File: src/hw/rtl/tcfo_pkg.sv
`timescale 1ns / 1ps

package tcfo_pkg;

    // Command codes carried in the low bits of the input tuser
    localparam logic [1:0] CMD_ENQ     = 2'd0;
    localparam logic [1:0] CMD_DEQ_ANY = 2'd1;
    localparam logic [1:0] CMD_DEQ_C0  = 2'd2;
    localparam logic [1:0] CMD_DEQ_C1  = 2'd3;

    // Status codes returned with every result
    localparam logic [1:0] ST_DONE  = 2'd0;
    localparam logic [1:0] ST_EMPTY = 2'd1;
    localparam logic [1:0] ST_FULL  = 2'd2;

    // Queue request from the top level
    typedef struct packed {
        logic push;
        logic pop;
    } q_ctrl_t;

    // Queue condition back to the top level
    typedef struct packed {
        logic empty;
        logic full;
    } q_stat_t;

    // Per-cell controls inside a queue
    typedef struct packed {
        logic shift;
        logic load;
    } cell_ctrl_t;

endpackage

File: src/hw/rtl/tcfo_cell.sv
`timescale 1ns / 1ps

module tcfo_cell #(
    parameter int W = 16
) (
    input  logic                  clk,
    input  tcfo_pkg::cell_ctrl_t  ctrl,
    input  logic [W-1:0]          load_data,
    input  logic [W-1:0]          upstream_data,
    output logic [W-1:0]          data
);

    logic [W-1:0] data_reg;
    logic [W-1:0] data_next;

    // Shift toward the head on a pop, take the new stamp on a push
    always_comb
    begin
        data_next = data_reg;
        if (ctrl.shift)
        begin
            data_next = upstream_data;
        end
        else if (ctrl.load)
        begin
            data_next = load_data;
        end
    end

    always_ff @(posedge clk)
    begin
        data_reg <= data_next;
    end

    assign data = data_reg;

endmodule

File: src/hw/rtl/tcfo_queue.sv
`timescale 1ns / 1ps

module tcfo_queue #(
    parameter int DEPTH = 16,
    parameter int W     = 16
) (
    input  logic                 clk,
    input  logic                 rst_n,
    input  tcfo_pkg::q_ctrl_t    ctrl,
    input  logic [W-1:0]         push_data,
    output tcfo_pkg::q_stat_t    stat,
    output logic [W-1:0]         head_data
);

    localparam int CNT_W = $clog2(DEPTH + 1);

    logic [CNT_W-1:0] count_reg;
    logic [CNT_W-1:0] count_next;
    logic [W-1:0]     cell_data [DEPTH];

    // Cell 0 is the head; the first free cell sits at position count
    genvar i;
    generate
        for (i = 0; i < DEPTH; i++)
        begin : g_cell
            tcfo_pkg::cell_ctrl_t cc;
            logic [W-1:0]         up;

            assign cc.shift = ctrl.pop;
            assign cc.load  = ctrl.push && (count_reg == CNT_W'(i));
            if (i == DEPTH - 1)
            begin : g_last
                assign up = '0;
            end
            else
            begin : g_mid
                assign up = cell_data[i + 1];
            end

            tcfo_cell #(.W(W)) u_cell (
                .clk           (clk),
                .ctrl          (cc),
                .load_data     (push_data),
                .upstream_data (up),
                .data          (cell_data[i])
            );
        end
    endgenerate

    always_comb
    begin
        count_next = count_reg;
        if (ctrl.push)
        begin
            count_next = count_reg + CNT_W'(1);
        end
        else if (ctrl.pop)
        begin
            count_next = count_reg - CNT_W'(1);
        end
    end

    always_ff @(posedge clk or negedge rst_n)
    begin
        if (!rst_n)
        begin
            count_reg <= '0;
        end
        else
        begin
            count_reg <= count_next;
        end
    end

    assign stat.empty = (count_reg == '0);
    assign stat.full  = (count_reg == CNT_W'(DEPTH));
    assign head_data  = cell_data[0];

    a_no_push_full: assert property (@(posedge clk) disable iff (!rst_n)
        !(ctrl.push && stat.full))
        else $error("push into full queue");

    a_no_pop_empty: assert property (@(posedge clk) disable iff (!rst_n)
        !(ctrl.pop && stat.empty))
        else $error("pop from empty queue");

    a_one_op: assert property (@(posedge clk) disable iff (!rst_n)
        !(ctrl.push && ctrl.pop))
        else $error("push and pop in one cycle");

    a_push_count: assert property (@(posedge clk) disable iff (!rst_n)
        ctrl.push |=> count_reg == $past(count_reg) + CNT_W'(1))
        else $error("count did not advance on push");

    a_count_bound: assert property (@(posedge clk) disable iff (!rst_n)
        count_reg <= CNT_W'(DEPTH))
        else $error("count beyond depth");

endmodule

File: src/hw/rtl/two_class_fifo_oldest_first_top.sv
`timescale 1ns / 1ps

// Channel   Dir  Handshake          Payload
// s_*       in   s_tvalid/s_tready  tuser: cmd[1:0], item_class[2]; tdata: stamp
// m_*       out  m_tvalid/m_tready  tuser: status[1:0], out_class[2]; tdata: out_stamp
//
// One transfer in gives one transfer out through the result register, valid in the cycle after the accept.
// One item per cycle while m_tready does not stall: each queue is a chain of stamp cells with the head at cell 0,
// so a pop shifts every cell one step and the head compare is a single STAMP_WIDTH compare.
// rst_n clears both fill counts and the result valid; stamp cells need no reset.
// A new item is taken while the result register is empty or being drained in the
// same cycle; a stalled m_tready holds the result and blocks s_tready.
module two_class_fifo_oldest_first_top #(
    parameter int QUEUE_DEPTH = 16,
    parameter int STAMP_WIDTH = 16,
    localparam int TDATA_W    = ((STAMP_WIDTH + 7) / 8) * 8
) (
    input  logic               clk,
    input  logic               rst_n,
    input  logic               s_tvalid,
    output logic               s_tready,
    input  logic [TDATA_W-1:0] s_tdata,   // stamp, zero padded
    input  logic [2:0]         s_tuser,   // cmd[1:0], item_class[2]
    output logic               m_tvalid,
    input  logic               m_tready,
    output logic [TDATA_W-1:0] m_tdata,   // out_stamp, zero padded
    output logic [2:0]         m_tuser    // status[1:0], out_class[2]
);

    logic [1:0]             cmd;
    logic                   item_class;
    logic [STAMP_WIDTH-1:0] stamp;
    logic                   accept;

    tcfo_pkg::q_ctrl_t      q0_ctrl;
    tcfo_pkg::q_ctrl_t      q1_ctrl;
    tcfo_pkg::q_stat_t      q0_stat;
    tcfo_pkg::q_stat_t      q1_stat;
    logic [STAMP_WIDTH-1:0] q0_head;
    logic [STAMP_WIDTH-1:0] q1_head;

    logic                   take0;
    logic                   take1;
    logic [1:0]             status;

    logic                   valid_reg;
    logic                   valid_next;
    logic [1:0]             status_reg;
    logic                   class_reg;
    logic [STAMP_WIDTH-1:0] ostamp_reg;

    assign cmd        = s_tuser[1:0];
    assign item_class = s_tuser[2];
    assign stamp      = s_tdata[STAMP_WIDTH-1:0];

    // Take an item while the result slot is free or draining this cycle
    assign s_tready = !valid_reg || m_tready;
    assign accept   = s_tvalid && s_tready;

    // Decode the command into pops and pushes; ties between heads go to class 1
    always_comb
    begin
        take0  = 1'b0;
        take1  = 1'b0;
        status = tcfo_pkg::ST_DONE;
        q0_ctrl = '0;
        q1_ctrl = '0;
        unique case (cmd)
            tcfo_pkg::CMD_ENQ:
            begin
                if (item_class ? q1_stat.full : q0_stat.full)
                begin
                    status = tcfo_pkg::ST_FULL;
                end
                else
                begin
                    q0_ctrl.push = accept && !item_class;
                    q1_ctrl.push = accept && item_class;
                end
            end
            tcfo_pkg::CMD_DEQ_ANY:
            begin
                if (q0_stat.empty && q1_stat.empty)
                begin
                    status = tcfo_pkg::ST_EMPTY;
                end
                else if (q1_stat.empty)
                begin
                    take0 = 1'b1;
                end
                else if (q0_stat.empty)
                begin
                    take1 = 1'b1;
                end
                else
                begin
                    take0 = (q0_head < q1_head);
                    take1 = !take0;
                end
            end
            tcfo_pkg::CMD_DEQ_C0:
            begin
                if (q0_stat.empty)
                begin
                    status = tcfo_pkg::ST_EMPTY;
                end
                else
                begin
                    take0 = 1'b1;
                end
            end
            tcfo_pkg::CMD_DEQ_C1:
            begin
                if (q1_stat.empty)
                begin
                    status = tcfo_pkg::ST_EMPTY;
                end
                else
                begin
                    take1 = 1'b1;
                end
            end
            default:
            begin
                status = tcfo_pkg::ST_DONE;
            end
        endcase
        q0_ctrl.pop = accept && take0;
        q1_ctrl.pop = accept && take1;
    end

    tcfo_queue #(.DEPTH(QUEUE_DEPTH), .W(STAMP_WIDTH)) u_q0 (
        .clk       (clk),
        .rst_n     (rst_n),
        .ctrl      (q0_ctrl),
        .push_data (stamp),
        .stat      (q0_stat),
        .head_data (q0_head)
    );

    tcfo_queue #(.DEPTH(QUEUE_DEPTH), .W(STAMP_WIDTH)) u_q1 (
        .clk       (clk),
        .rst_n     (rst_n),
        .ctrl      (q1_ctrl),
        .push_data (stamp),
        .stat      (q1_stat),
        .head_data (q1_head)
    );

    // Result valid: set on accept, drop once the transfer out completes
    always_comb
    begin
        valid_next = valid_reg;
        if (accept)
        begin
            valid_next = 1'b1;
        end
        else if (m_tready)
        begin
            valid_next = 1'b0;
        end
    end

    always_ff @(posedge clk or negedge rst_n)
    begin
        if (!rst_n)
        begin
            valid_reg <= 1'b0;
        end
        else
        begin
            valid_reg <= valid_next;
        end
    end

    // Result payload: stamp and class are zero unless a dequeue removed an item
    always_ff @(posedge clk)
    begin
        if (accept)
        begin
            status_reg <= status;
            class_reg  <= take1;
            ostamp_reg <= take1 ? q1_head : (take0 ? q0_head : '0);
        end
    end

    assign m_tvalid = valid_reg;
    assign m_tuser  = {class_reg, status_reg};
    assign m_tdata  = TDATA_W'(ostamp_reg);

    a_single_pop: assert property (@(posedge clk) disable iff (!rst_n)
        !(q0_ctrl.pop && q1_ctrl.pop))
        else $error("both queues popped");

    a_hold_stall: assert property (@(posedge clk) disable iff (!rst_n)
        (m_tvalid && !m_tready) |=> (m_tvalid && $stable(m_tuser) && $stable(m_tdata)))
        else $error("result lost under stall");

    a_no_op_without_accept: assert property (@(posedge clk) disable iff (!rst_n)
        !accept |-> !(q0_ctrl.push || q0_ctrl.pop || q1_ctrl.push || q1_ctrl.pop))
        else $error("queue changed without accept");

endmodule
File: config.mk
export PLATFORM = sky130hd
export DESIGN_NAME = two_class_fifo_oldest_first_top
export DESIGN_NICKNAME = d
export VERILOG_FILES = /design/src/hw/rtl/tcfo_pkg.sv /design/src/hw/rtl/tcfo_cell.sv /design/src/hw/rtl/tcfo_queue.sv /design/src/hw/rtl/two_class_fifo_oldest_first_top.sv
export SDC_FILE = /design/constraint.sdc
export NUM_CORES = 1
export LEC_CHECK = 0
export BUFFER_PORTS_ARGS = -buffer_cell sky130_fd_sc_hd__buf_2
export CORE_MARGIN = 2
export CORE_UTILIZATION = 60
export CTS_BUF_LIST = sky130_fd_sc_hd__clkbuf_8
export CTS_CLUSTER_DIAMETER = 150
export DETAILED_ROUTE_END_ITERATION = 6
export PLACE_DENSITY_LB_ADDON = 0.2
export SLEW_MARGIN = 10
export SYNTH_ARGS = -nofsm -noshare
export SYNTH_HDL_FRONTEND = slang
export SYNTH_SLANG_ARGS = --single-unit
File: constraint.sdc
create_clock -name clk -period 5.43 [get_ports clk]
set_input_delay 1.086 -clock clk [delete_from_list [all_inputs] [get_ports clk]]
set_output_delay 1.086 -clock clk [all_outputs]
set_load 0.01 [all_outputs]
* Yosys cells after proc, flatten, opt, wreduce, memory -nomap -nowiden
Cells that the tools add are included.
Operators by class: magnitude comparators 1, reduce and logical (&&, ||, !) cells 78, add/sub/neg operators 4, multiplexer cells 88, equality and inequality tests 35
Operators with widths (number):
- $mux 16 | 62
- $eq 5x4->1 const B | 16
- $reduce_bool 2->1 | 33
- $eq 5x3->1 const B | 8
- $logic_and 1x1->1 | 38
- $eq 5x2->1 const B | 4
- $mux 5 | 4
- $mux 1 | 18
- $lt 16x16->1 | 1
- $add 5x1->5 const B | 2
- $eq 5x1->1 const B | 2
- $eq 5x5->1 const B | 2
- $logic_not 5->1 | 2
- $sub 5x1->5 const B | 2
- $pmux 2 s4 | 1
- $eq 2x2->1 const B | 2
- $pmux 1 s2 | 2
- $logic_not 1->1 | 3
- $eq 2x1->1 const B | 1
- $logic_not 2->1 | 1
- $mux 2 | 1
- $logic_or 1x1->1 | 1
Storage, ports and cells: register bits 542, logic and storage cells 244, output and inout bits 21, bits of input ports 23

* Depth between registers and ports, before layout
Gate-level depths: netlist (run 1).
word-level depth 9, mapped depth 14, mapped depth without buffers 11

* Hierarchy
From an unflattened synthesis (run 1), not the netlist that was laid out.
Second synthesis, totals: cell total of the unflattened synthesis 1429, area, all modules 26136.3 sq um
By module, submodules not included:
- tcfo_cell | instances 32, sequential area each 480.5 sq um, area an instance 732.0 sq um, cells an instance 35
- two_class_fifo_oldest_first_top | instances 1, sequential area each 595.6 sq um, area an instance 1716.6 sq um, cells an instance 180
- tcfo_queue at u_q0 | instances 1, sequential area each 125.1 sq um, area an instance 510.5 sq um, cells an instance 66
- tcfo_queue at u_q1 | instances 1, sequential area each 125.1 sq um, area an instance 486.7 sq um, cells an instance 63

* Least setup slack after synthesis (run 1)
OpenSTA, ideal clock, no wires.
path type input port to flip-flop, from input port m_tready, to register u_q1.g_cell[5].u_cell.data_reg[0], enable pin, setup slack 1.306 ns, buffers on the path 2, setup time 0.414 ns, cell stages on the path 7, required time 5.016 ns, arrival time 3.710 ns, cell sequence nand2b_1 and2_1 buf_2 and4_1 clkbuf_1 nand2_1 o31ai_1
Between the ends: cells in the longest elaborated chain, start to end 7, elaborated cells between the ends (all ways) 8, classes of those cells 2 x mux; 6 x reduce/logical
Ends and longest elaborated chain:
- from (decl) | line two_class_fifo_oldest_first_top.sv:25 | input logic m_tready,
- $logic_or 1x1->1 (*) | line two_class_fifo_oldest_first_top.sv:57 | assign s_tready = !valid_reg || m_tready;
- $logic_and 1x1->1 (*) | line two_class_fifo_oldest_first_top.sv:58 | assign accept = s_tvalid && s_tready;
- net accept | line two_class_fifo_oldest_first_top.sv:33 | logic accept;
- $logic_and 1x1->1 | line two_class_fifo_oldest_first_top.sv:78 | q1_ctrl.push = accept && item_class;
- $mux 1 | line two_class_fifo_oldest_first_top.sv:71 | if (item_class ? q1_stat.full : q0_stat.full)
- $mux 1 | line two_class_fifo_oldest_first_top.sv:68 | unique case (cmd)
- $logic_and 1x1->1 | line tcfo_queue.sv:30 | assign cc.load = ctrl.push && (count_reg == CNT_W'(i));
- $reduce_bool 2->1 (no source line) (*)
- to (signal assigned) | line tcfo_cell.sv:32 | data_reg <= data_next;
- to (decl) | line tcfo_cell.sv:13 | logic [W-1:0] data_reg;
The timed path passes the listed nets; every way through them passes the cells marked *. A chain may end at the register's enable or synchronous reset.

* Worst setup path after layout (run 1)
from register u_q0.count_reg[0], to register u_q1.g_cell[1].u_cell.data_reg[15], data pin
Between the ends: cells in the longest elaborated chain, start to end 7, elaborated cells between the ends (all ways) 8, classes of those cells 5 x mux; 3 x reduce/logical
Ends and longest elaborated chain:
- from (decl) | line tcfo_queue.sv:17 | logic [CNT_W-1:0] count_reg;
- from (signal assigned) | line tcfo_queue.sv:71 | count_reg <= count_next;
- $logic_not 5->1 (*) | line tcfo_queue.sv:75 | assign stat.empty = (count_reg == '0);
- $mux 1 | line two_class_fifo_oldest_first_top.sv:91 | else if (q0_stat.empty)
- $mux 1 | line two_class_fifo_oldest_first_top.sv:87 | else if (q1_stat.empty)
- $mux 1 (*) | line two_class_fifo_oldest_first_top.sv:83 | if (q0_stat.empty && q1_stat.empty)
- $pmux 1 s2 (*) | line two_class_fifo_oldest_first_top.sv:68
- net take1 | line two_class_fifo_oldest_first_top.sv:43 | logic take1;
- $logic_and 1x1->1 (*) | line two_class_fifo_oldest_first_top.sv:129 | q1_ctrl.pop = accept && take1;
- $mux 16 (*) | line tcfo_cell.sv:20 | if (ctrl.shift)
- net u_q1.g_cell[1].u_cell.data_next[15] | line tcfo_cell.sv:14 | logic [W-1:0] data_next;
- to (signal assigned) | line tcfo_cell.sv:32
- to (decl) | line tcfo_cell.sv:13
Marked as above.

==> results of run 1 <==
metrics by stage:
| stage | hold WS [ns] | cell area (um^2) | std cells | util |
|---|---|---|---|---|
| after floorplan | 0.4366 | 22400 | 1763 | - |
| after global placement | 0.4420 | 22890 | 2194 | 0.6238 |
| after detailed placement | 0.4486 | 22890 | 2194 | 0.6238 |
| after CTS | 0.2863 | 24380 | 2347 | 0.6644 |
| after global routing | 0.3099 | 24380 | 2347 | 0.6644 |
| final | 0.3266 | 24380 | 2347 | 0.6644 |
layout make-up:
cell class / count / area (um^2)
clock inverters: 63 / 251.5
multi-input cells: 1070 / 5684
clock buffers: 90 / 1239
inverters: 24 / 91.34
repair buffers: 90 / 630.6
well taps: 468 / 585.6
flip-flops and latches: 542 / 15900
fillers: 2685 / 12320
power by group:
part,switching (uW),internal (uW),leakage (uW),total [uW]
Sequential,120,4880,0.00495,5000
Combinational,607,321,0.00430,929
Clock,1490,1520,0.000856,3010
layer usage:
layer,track usage,vias to the layer above,wire length [um],share of wire
met3,0.03585,79,1919,0.047
met4,0.07881,2,946,0.023
li1,-,6265,-,-
met5,0,-,9,0.00022
met1,0.3084,6351,18740,0.46
met2,0.3380,357,18890,0.47
path summary, 6_finish.rpt:
kind	endpoint	slack, ns	cells after the start
setup / recovery	u_q1.g_cell[1].u_cell.data[15]	1.46	10
hold reg to reg	u_q1.g_cell[15].u_cell.data[15]	0.46	2
hold / removal	u_q1.count_reg[0]	0.33	1
max in group asynchronous	u_q1.count_reg[2]	4.88	1
setup reg to reg	u_q1.g_cell[1].u_cell.data[15]	1.46	10
min in group clk	u_q1.g_cell[15].u_cell.data[15]	0.46	2
placed cells by master (no fill, tap or decap), drive strengths merged, types with 2 or more instances in the layout:
cell type,instances
nand2,628
edfxtp,499
a21o,240
clkbuf,90
buf,90
inv,46
clkinv,40
a21oi,39
ha,32
dfxtp,32
and2,22
o22ai,15
o21ai,14
nor2,12
dfrtp,11
nor3,9
o31ai,8
nand3,7
nand4,6
xnor2,6
nand2b,3
or3,3
and3,3
a31oi,3
nor3b,2
cells by family (layout without fill, tap and decap cells):
kind of cell | count (synthesis) | count (layout) | share of synthesized area
AOI/OAI and AO/OA | 330 | 330 | 0.1050
xor gates and xnor gates | 7 | 7 | 0.002737
adders and majority gates | 32 | 32 | 0.01788
buffers and inverters | 151 | 267 | 0.03849
DFF | 542 | 542 | 0.7099
muxes | 1 | 1 | 0.0004469
and+or+nand+nor | 700 | 700 | 0.1256
==> metrics.yaml, run 1 <==
critical_path:
  critical_path.top_delay_family: "simple AND/OR/NAND/NOR gates"
  crit_chain: "inv_1 > ha_1 > and3_1 > nor3_2 > nand3_2 > o21bai_4 > clkinv_2 > nand2_4 > and2_0 > a21o_1"
  timing.setup.critical_path_class: "flip-flop to flip-flop"
  setup.worst_path.end_class: "flip-flop"
  critPathRequiredTime_ns: 5.90
  worst_setup_path_start_kind: "flip-flop"
  regToRegStartpoint: "u_q0.count_reg[0]"
  crit_path_max_incr_delay_ns: 0.76
  path_buf_inv: 2
  arrival_ns: 4.45
  crit_fanout: 34
  worst_setup_path_startpoint: "u_q0.count_reg[0]"
  crit_path_max_delay_cell_type: "and2_0"
yosys:
  ys.flop_type: "edfxtp_1"
  postSynthNetCount: 1818
  post_synth.cell_area_avg_um2: 12.70
  ys_top_cells_by_count: "nand2_1 (627), edfxtp_1 (499), a21o_1 (240)"
  syn-cell-area_um2: 22400
  synth_register_bits: 542
  yosys.cell_types.count: 52
  synth_largest_type_area_fraction: 0.6690
  netlist.top_cell.by_area: "edfxtp_1"
  post_syn_instances: 1763
  most_frequent_cell_after_synthesis: "nand2_1"
  synth-async-reset-ratio: 0.02030
  synth_seq_area_share: 0.7099
  synth-edff-count: 499
  synthTopCellsByArea: "edfxtp_1 (67%), nand2_1 (11%), a21o_1 (8.0%)"
  yosys_warnings: 0
detailed_routing:
  via_per_inst: 5.562
  detail_route.drc_violations: 0
  detail_route.iter0.violations: 1136
  routed_wl_um: 40500
  drt.antenna.violating_nets: 0
  drt-pass1-iter-count: 5
  dr_total_vias: 13054
  routed_wire_length_per_instance_um: 17.25
clocking:
  clk_path_buf_depth: 3
  clk_latency_ns: 0.63
  clk_slew_on_worst_s_h_paths_ns: 0.06
  cts_buf_count: 84
  clock_tree.root_cell: "clkbuf_8"
  cts.htree.levels: 3
  tritoncts: "yes"
  postCtsResizedCells: 0
  post-cts-setup-buffer-count: 0
  post_cts_hold_buffer_count: 0
  cts_sinks: 542
die:
  initial_utilization: 0.6103
  fp.coreArea_um2: 36700
  x_dimension_of_the_die_um: 197.2
  std_cell_rows: 70
  i_o_pin_total: 44
  die-height_um: 197.2
  floorplan.die_area_um2: 38890
global_route:
  grt_overflow_total: 0
  grt_antenna_before_repair: 1
  first_global_vias: 12779
  grt_first_pass_wirelength_um: 65980
  total_global_route_track_usage: 0.2156
  grt_max_degree: 102
timing:
  worstMarginPinSlew_ns: 1.042
  maxSlewHeadroom: 0.3054
  final_period_demand_of_the_worst_path_ns: 3.973
  timing.fmax_mhz: 251.7
  final_min_period_over_clock_period: 0.7317
  setup_tns_ns: 0
  final.setup.worst_slack_ns: 1.457
  rsz0062_at_grt: "no"
  timing.final.hold_violations: 0
  slew_viol_final: 0
  endpoints_failing_setup: 0
  worst_clock_skew_ns: 0.02751
run_status:
  run_status: "completed"
placed_design:
  preCtsSetupSlack_ns: 1.391
  place_hpwl_um: 25990
  routabilityCongestion: 0.8443
  numPortBuffers: 43
cells_and_area:
  final_layout_size_suffix_gt1_frac: 0.1144
  area_growth_syn_to_layout_pct: 8.860
  fin_nets: 1867
  insertedDiodeCount: 0
power:
  power_uw: 8942
  power.density_cell_area_nw_per_um2: 366.7
  leakagePower_uw: 0.01011
  ir_drop_v: 0.0002527
hold_path:
  timing.hold.worst.class: "primary input to asynchronous set/reset pin"
flow_run:
  max-cap-violations: 0
(Power assumes the default switching activity.)
==> inputs of run 2 (changes only) <==
--- a/config.mk
+++ b/config.mk
@@ -7,7 +7,7 @@
 export LEC_CHECK = 0
 export BUFFER_PORTS_ARGS = -buffer_cell sky130_fd_sc_hd__buf_2
 export CORE_MARGIN = 2
-export CORE_UTILIZATION = 60
+export CORE_UTILIZATION = 59
 export CTS_BUF_LIST = sky130_fd_sc_hd__clkbuf_8
 export CTS_CLUSTER_DIAMETER = 150
 export DETAILED_ROUTE_END_ITERATION = 6
==> constraint.sdc (replaced) <==
create_clock -name clk -period 3.55 [get_ports clk]
set_input_delay 0.71 -clock clk [delete_from_list [all_inputs] [get_ports clk]]
set_output_delay 0.71 -clock clk [all_outputs]
set_load 0.01 [all_outputs]
==> metrics.yaml, run 2 (synthesized netlist as in run 1, its figures left out) <==
detailed_routing:
  dr_total_vias: 13039
  drt.antenna.violating_nets: 0
  routed_wire_length_per_instance_um: 17.36
  via_per_inst: 5.490
  routed_wl_um: 41230
  detail_route.iter0.violations: 1080
  detail_route.drc_violations: 0
  drt-pass1-iter-count: 5
critical_path:
  timing.setup.critical_path_class: "flip-flop to flip-flop"
  worst_setup_path_start_kind: "flip-flop"
  arrival_ns: 3.62
  setup.worst_path.end_class: "flip-flop"
  r2r_setup_slack_ns: 0.31
  critPathRequiredTime_ns: 3.93
  crit_fanout: 17
flow_run:
  max-cap-violations: 0
timing:
  final_min_period_over_clock_period: 0.9116
  timing.final.hold_violations: 0
  final.setup.worst_slack_ns: 0.3139
  endpoints_failing_setup: 0
  timing.fmax_mhz: 309.0
  worstMarginPinSlew_ns: 0.8205
  rsz0062_at_grt: "no"
  final_period_demand_of_the_worst_path_ns: 3.236
  slew_viol_final: 0
  worst_clock_skew_ns: 0.02592
  maxSlewHeadroom: 0.4517
clocking:
  cts_buf_count: 84
  cts_sinks: 542
  clk_path_buf_depth: 3
  clk_latency_ns: 0.64
  cts.htree.levels: 3
  post-cts-setup-buffer-count: 0
  clock_tree.root_cell: "clkbuf_8"
  postCtsResizedCells: 0
  post_cts_hold_buffer_count: 1
  tritoncts: "yes"
  clk_slew_on_worst_s_h_paths_ns: 0.06
placed_design:
  detailed_place.area_um2: 22930
  numPortBuffers: 43
  place_hpwl_um: 26000
  routabilityCongestion: 0.8808
  preCtsSetupSlack_ns: 0.3617
global_route:
  grt_first_pass_wirelength_um: 66040
  first_global_vias: 12383
  grt_overflow_total: 0
  grt_antenna_before_repair: 0
  total_global_route_track_usage: 0.2153
  grt_max_degree: 141
run_status:
  run_status: "completed"
cells_and_area:
  area_growth_syn_to_layout_pct: 8.915
  most-common-layout-cells: "nand2_1 (627), edfxtp_1 (499), a21o_1 (240), clkbuf_8 (88), inv_1 (60)"
  insertedDiodeCount: 0
  final_layout_size_suffix_gt1_frac: 0.1073
  layout.cell_area.non_filler_um2: 24390
  layout_commonest_cell: "nand2_1"
  post-route-util: 0.6507
  fin_nets: 1861
power:
  power.density_cell_area_nw_per_um2: 560.9
  leakagePower_uw: 0.01011
  ir_drop_v: 0.0002889
die:
  fp.coreArea_um2: 37490
  x_dimension_of_the_die_um: 198.8
  die-height_um: 198.8
  floorplan.die_area_um2: 39540
  std_cell_rows: 71
  i_o_pin_total: 44
  initial_utilization: 0.5975
hold_path:
  timing.hold.worst.class: "primary input to flip-flop"
-- run 2: worst max-delay path, stage by stage, from the launching register on --
cell and delay (ns):
edfxtp_1 0.40, ha_1 0.31, nand4_1 0.14, or3_1 0.39
or4_1 0.44, nand3_2 0.19, o21bai_4 0.08, clkinv_2 0.10
nand2_4 0.16, and2_0 0.48, a21o_1 0.28
-- run 2: per-layer routing --
metal,vias up,wire length [um],track usage
met5,-,0,0
met4,0,712,0.07269
met3,51,2551,0.03849
met2,389,19380,0.3361
met1,6345,18580,0.3093
li1,6254,-,-
-- run 2: path summary, 6_finish.rpt --
check,from,to,cells after the start
hold reg to reg,u_q1.g_cell[15].u_cell.data[15],u_q1.g_cell[15].u_cell.data[15],2
min in group asynchronous,rst_n,u_q0.count_reg[0],2
max in group asynchronous,rst_n,u_q1.count_reg[4],2
hold / removal,s_tvalid,m_tvalid,2
setup / recovery,u_q0.g_cell[0].u_cell.data[14],u_q1.g_cell[5].u_cell.data[15],10
setup reg to reg,u_q0.g_cell[0].u_cell.data[14],u_q1.g_cell[5].u_cell.data[15],10
-- run 2: layout make-up --
class / count / area [um^2]
timing repair buffer: 84 / 625.6
inverter: 24 / 91.34
multi-input combinational: 1070 / 5684
tap: 511 / 639.4
clock inverter: 56 / 242.7
clock buffer: 88 / 1211
sequential: 542 / 15900
fill: 2819 / 13090
-- run 2: power breakdown --
part	internal [uW]	switching [uW]	total, uW
clock network	2340	2250	4590
logic	492	949	1440
registers	7470	185	7650
-- run 2: metrics by stage --
stage	TNS, ns	hold WS, ns	total power (uW)	std cells
floorplan	-15.43	0.4144	8799	1763
global placement	0	0.4429	9136	2230
detailed placement	0	0.4467	9211	2230
CTS	0	0.3249	13780	2375
global route	0	0.3591	14260	2375
finish	0	0.3675	13680	2375
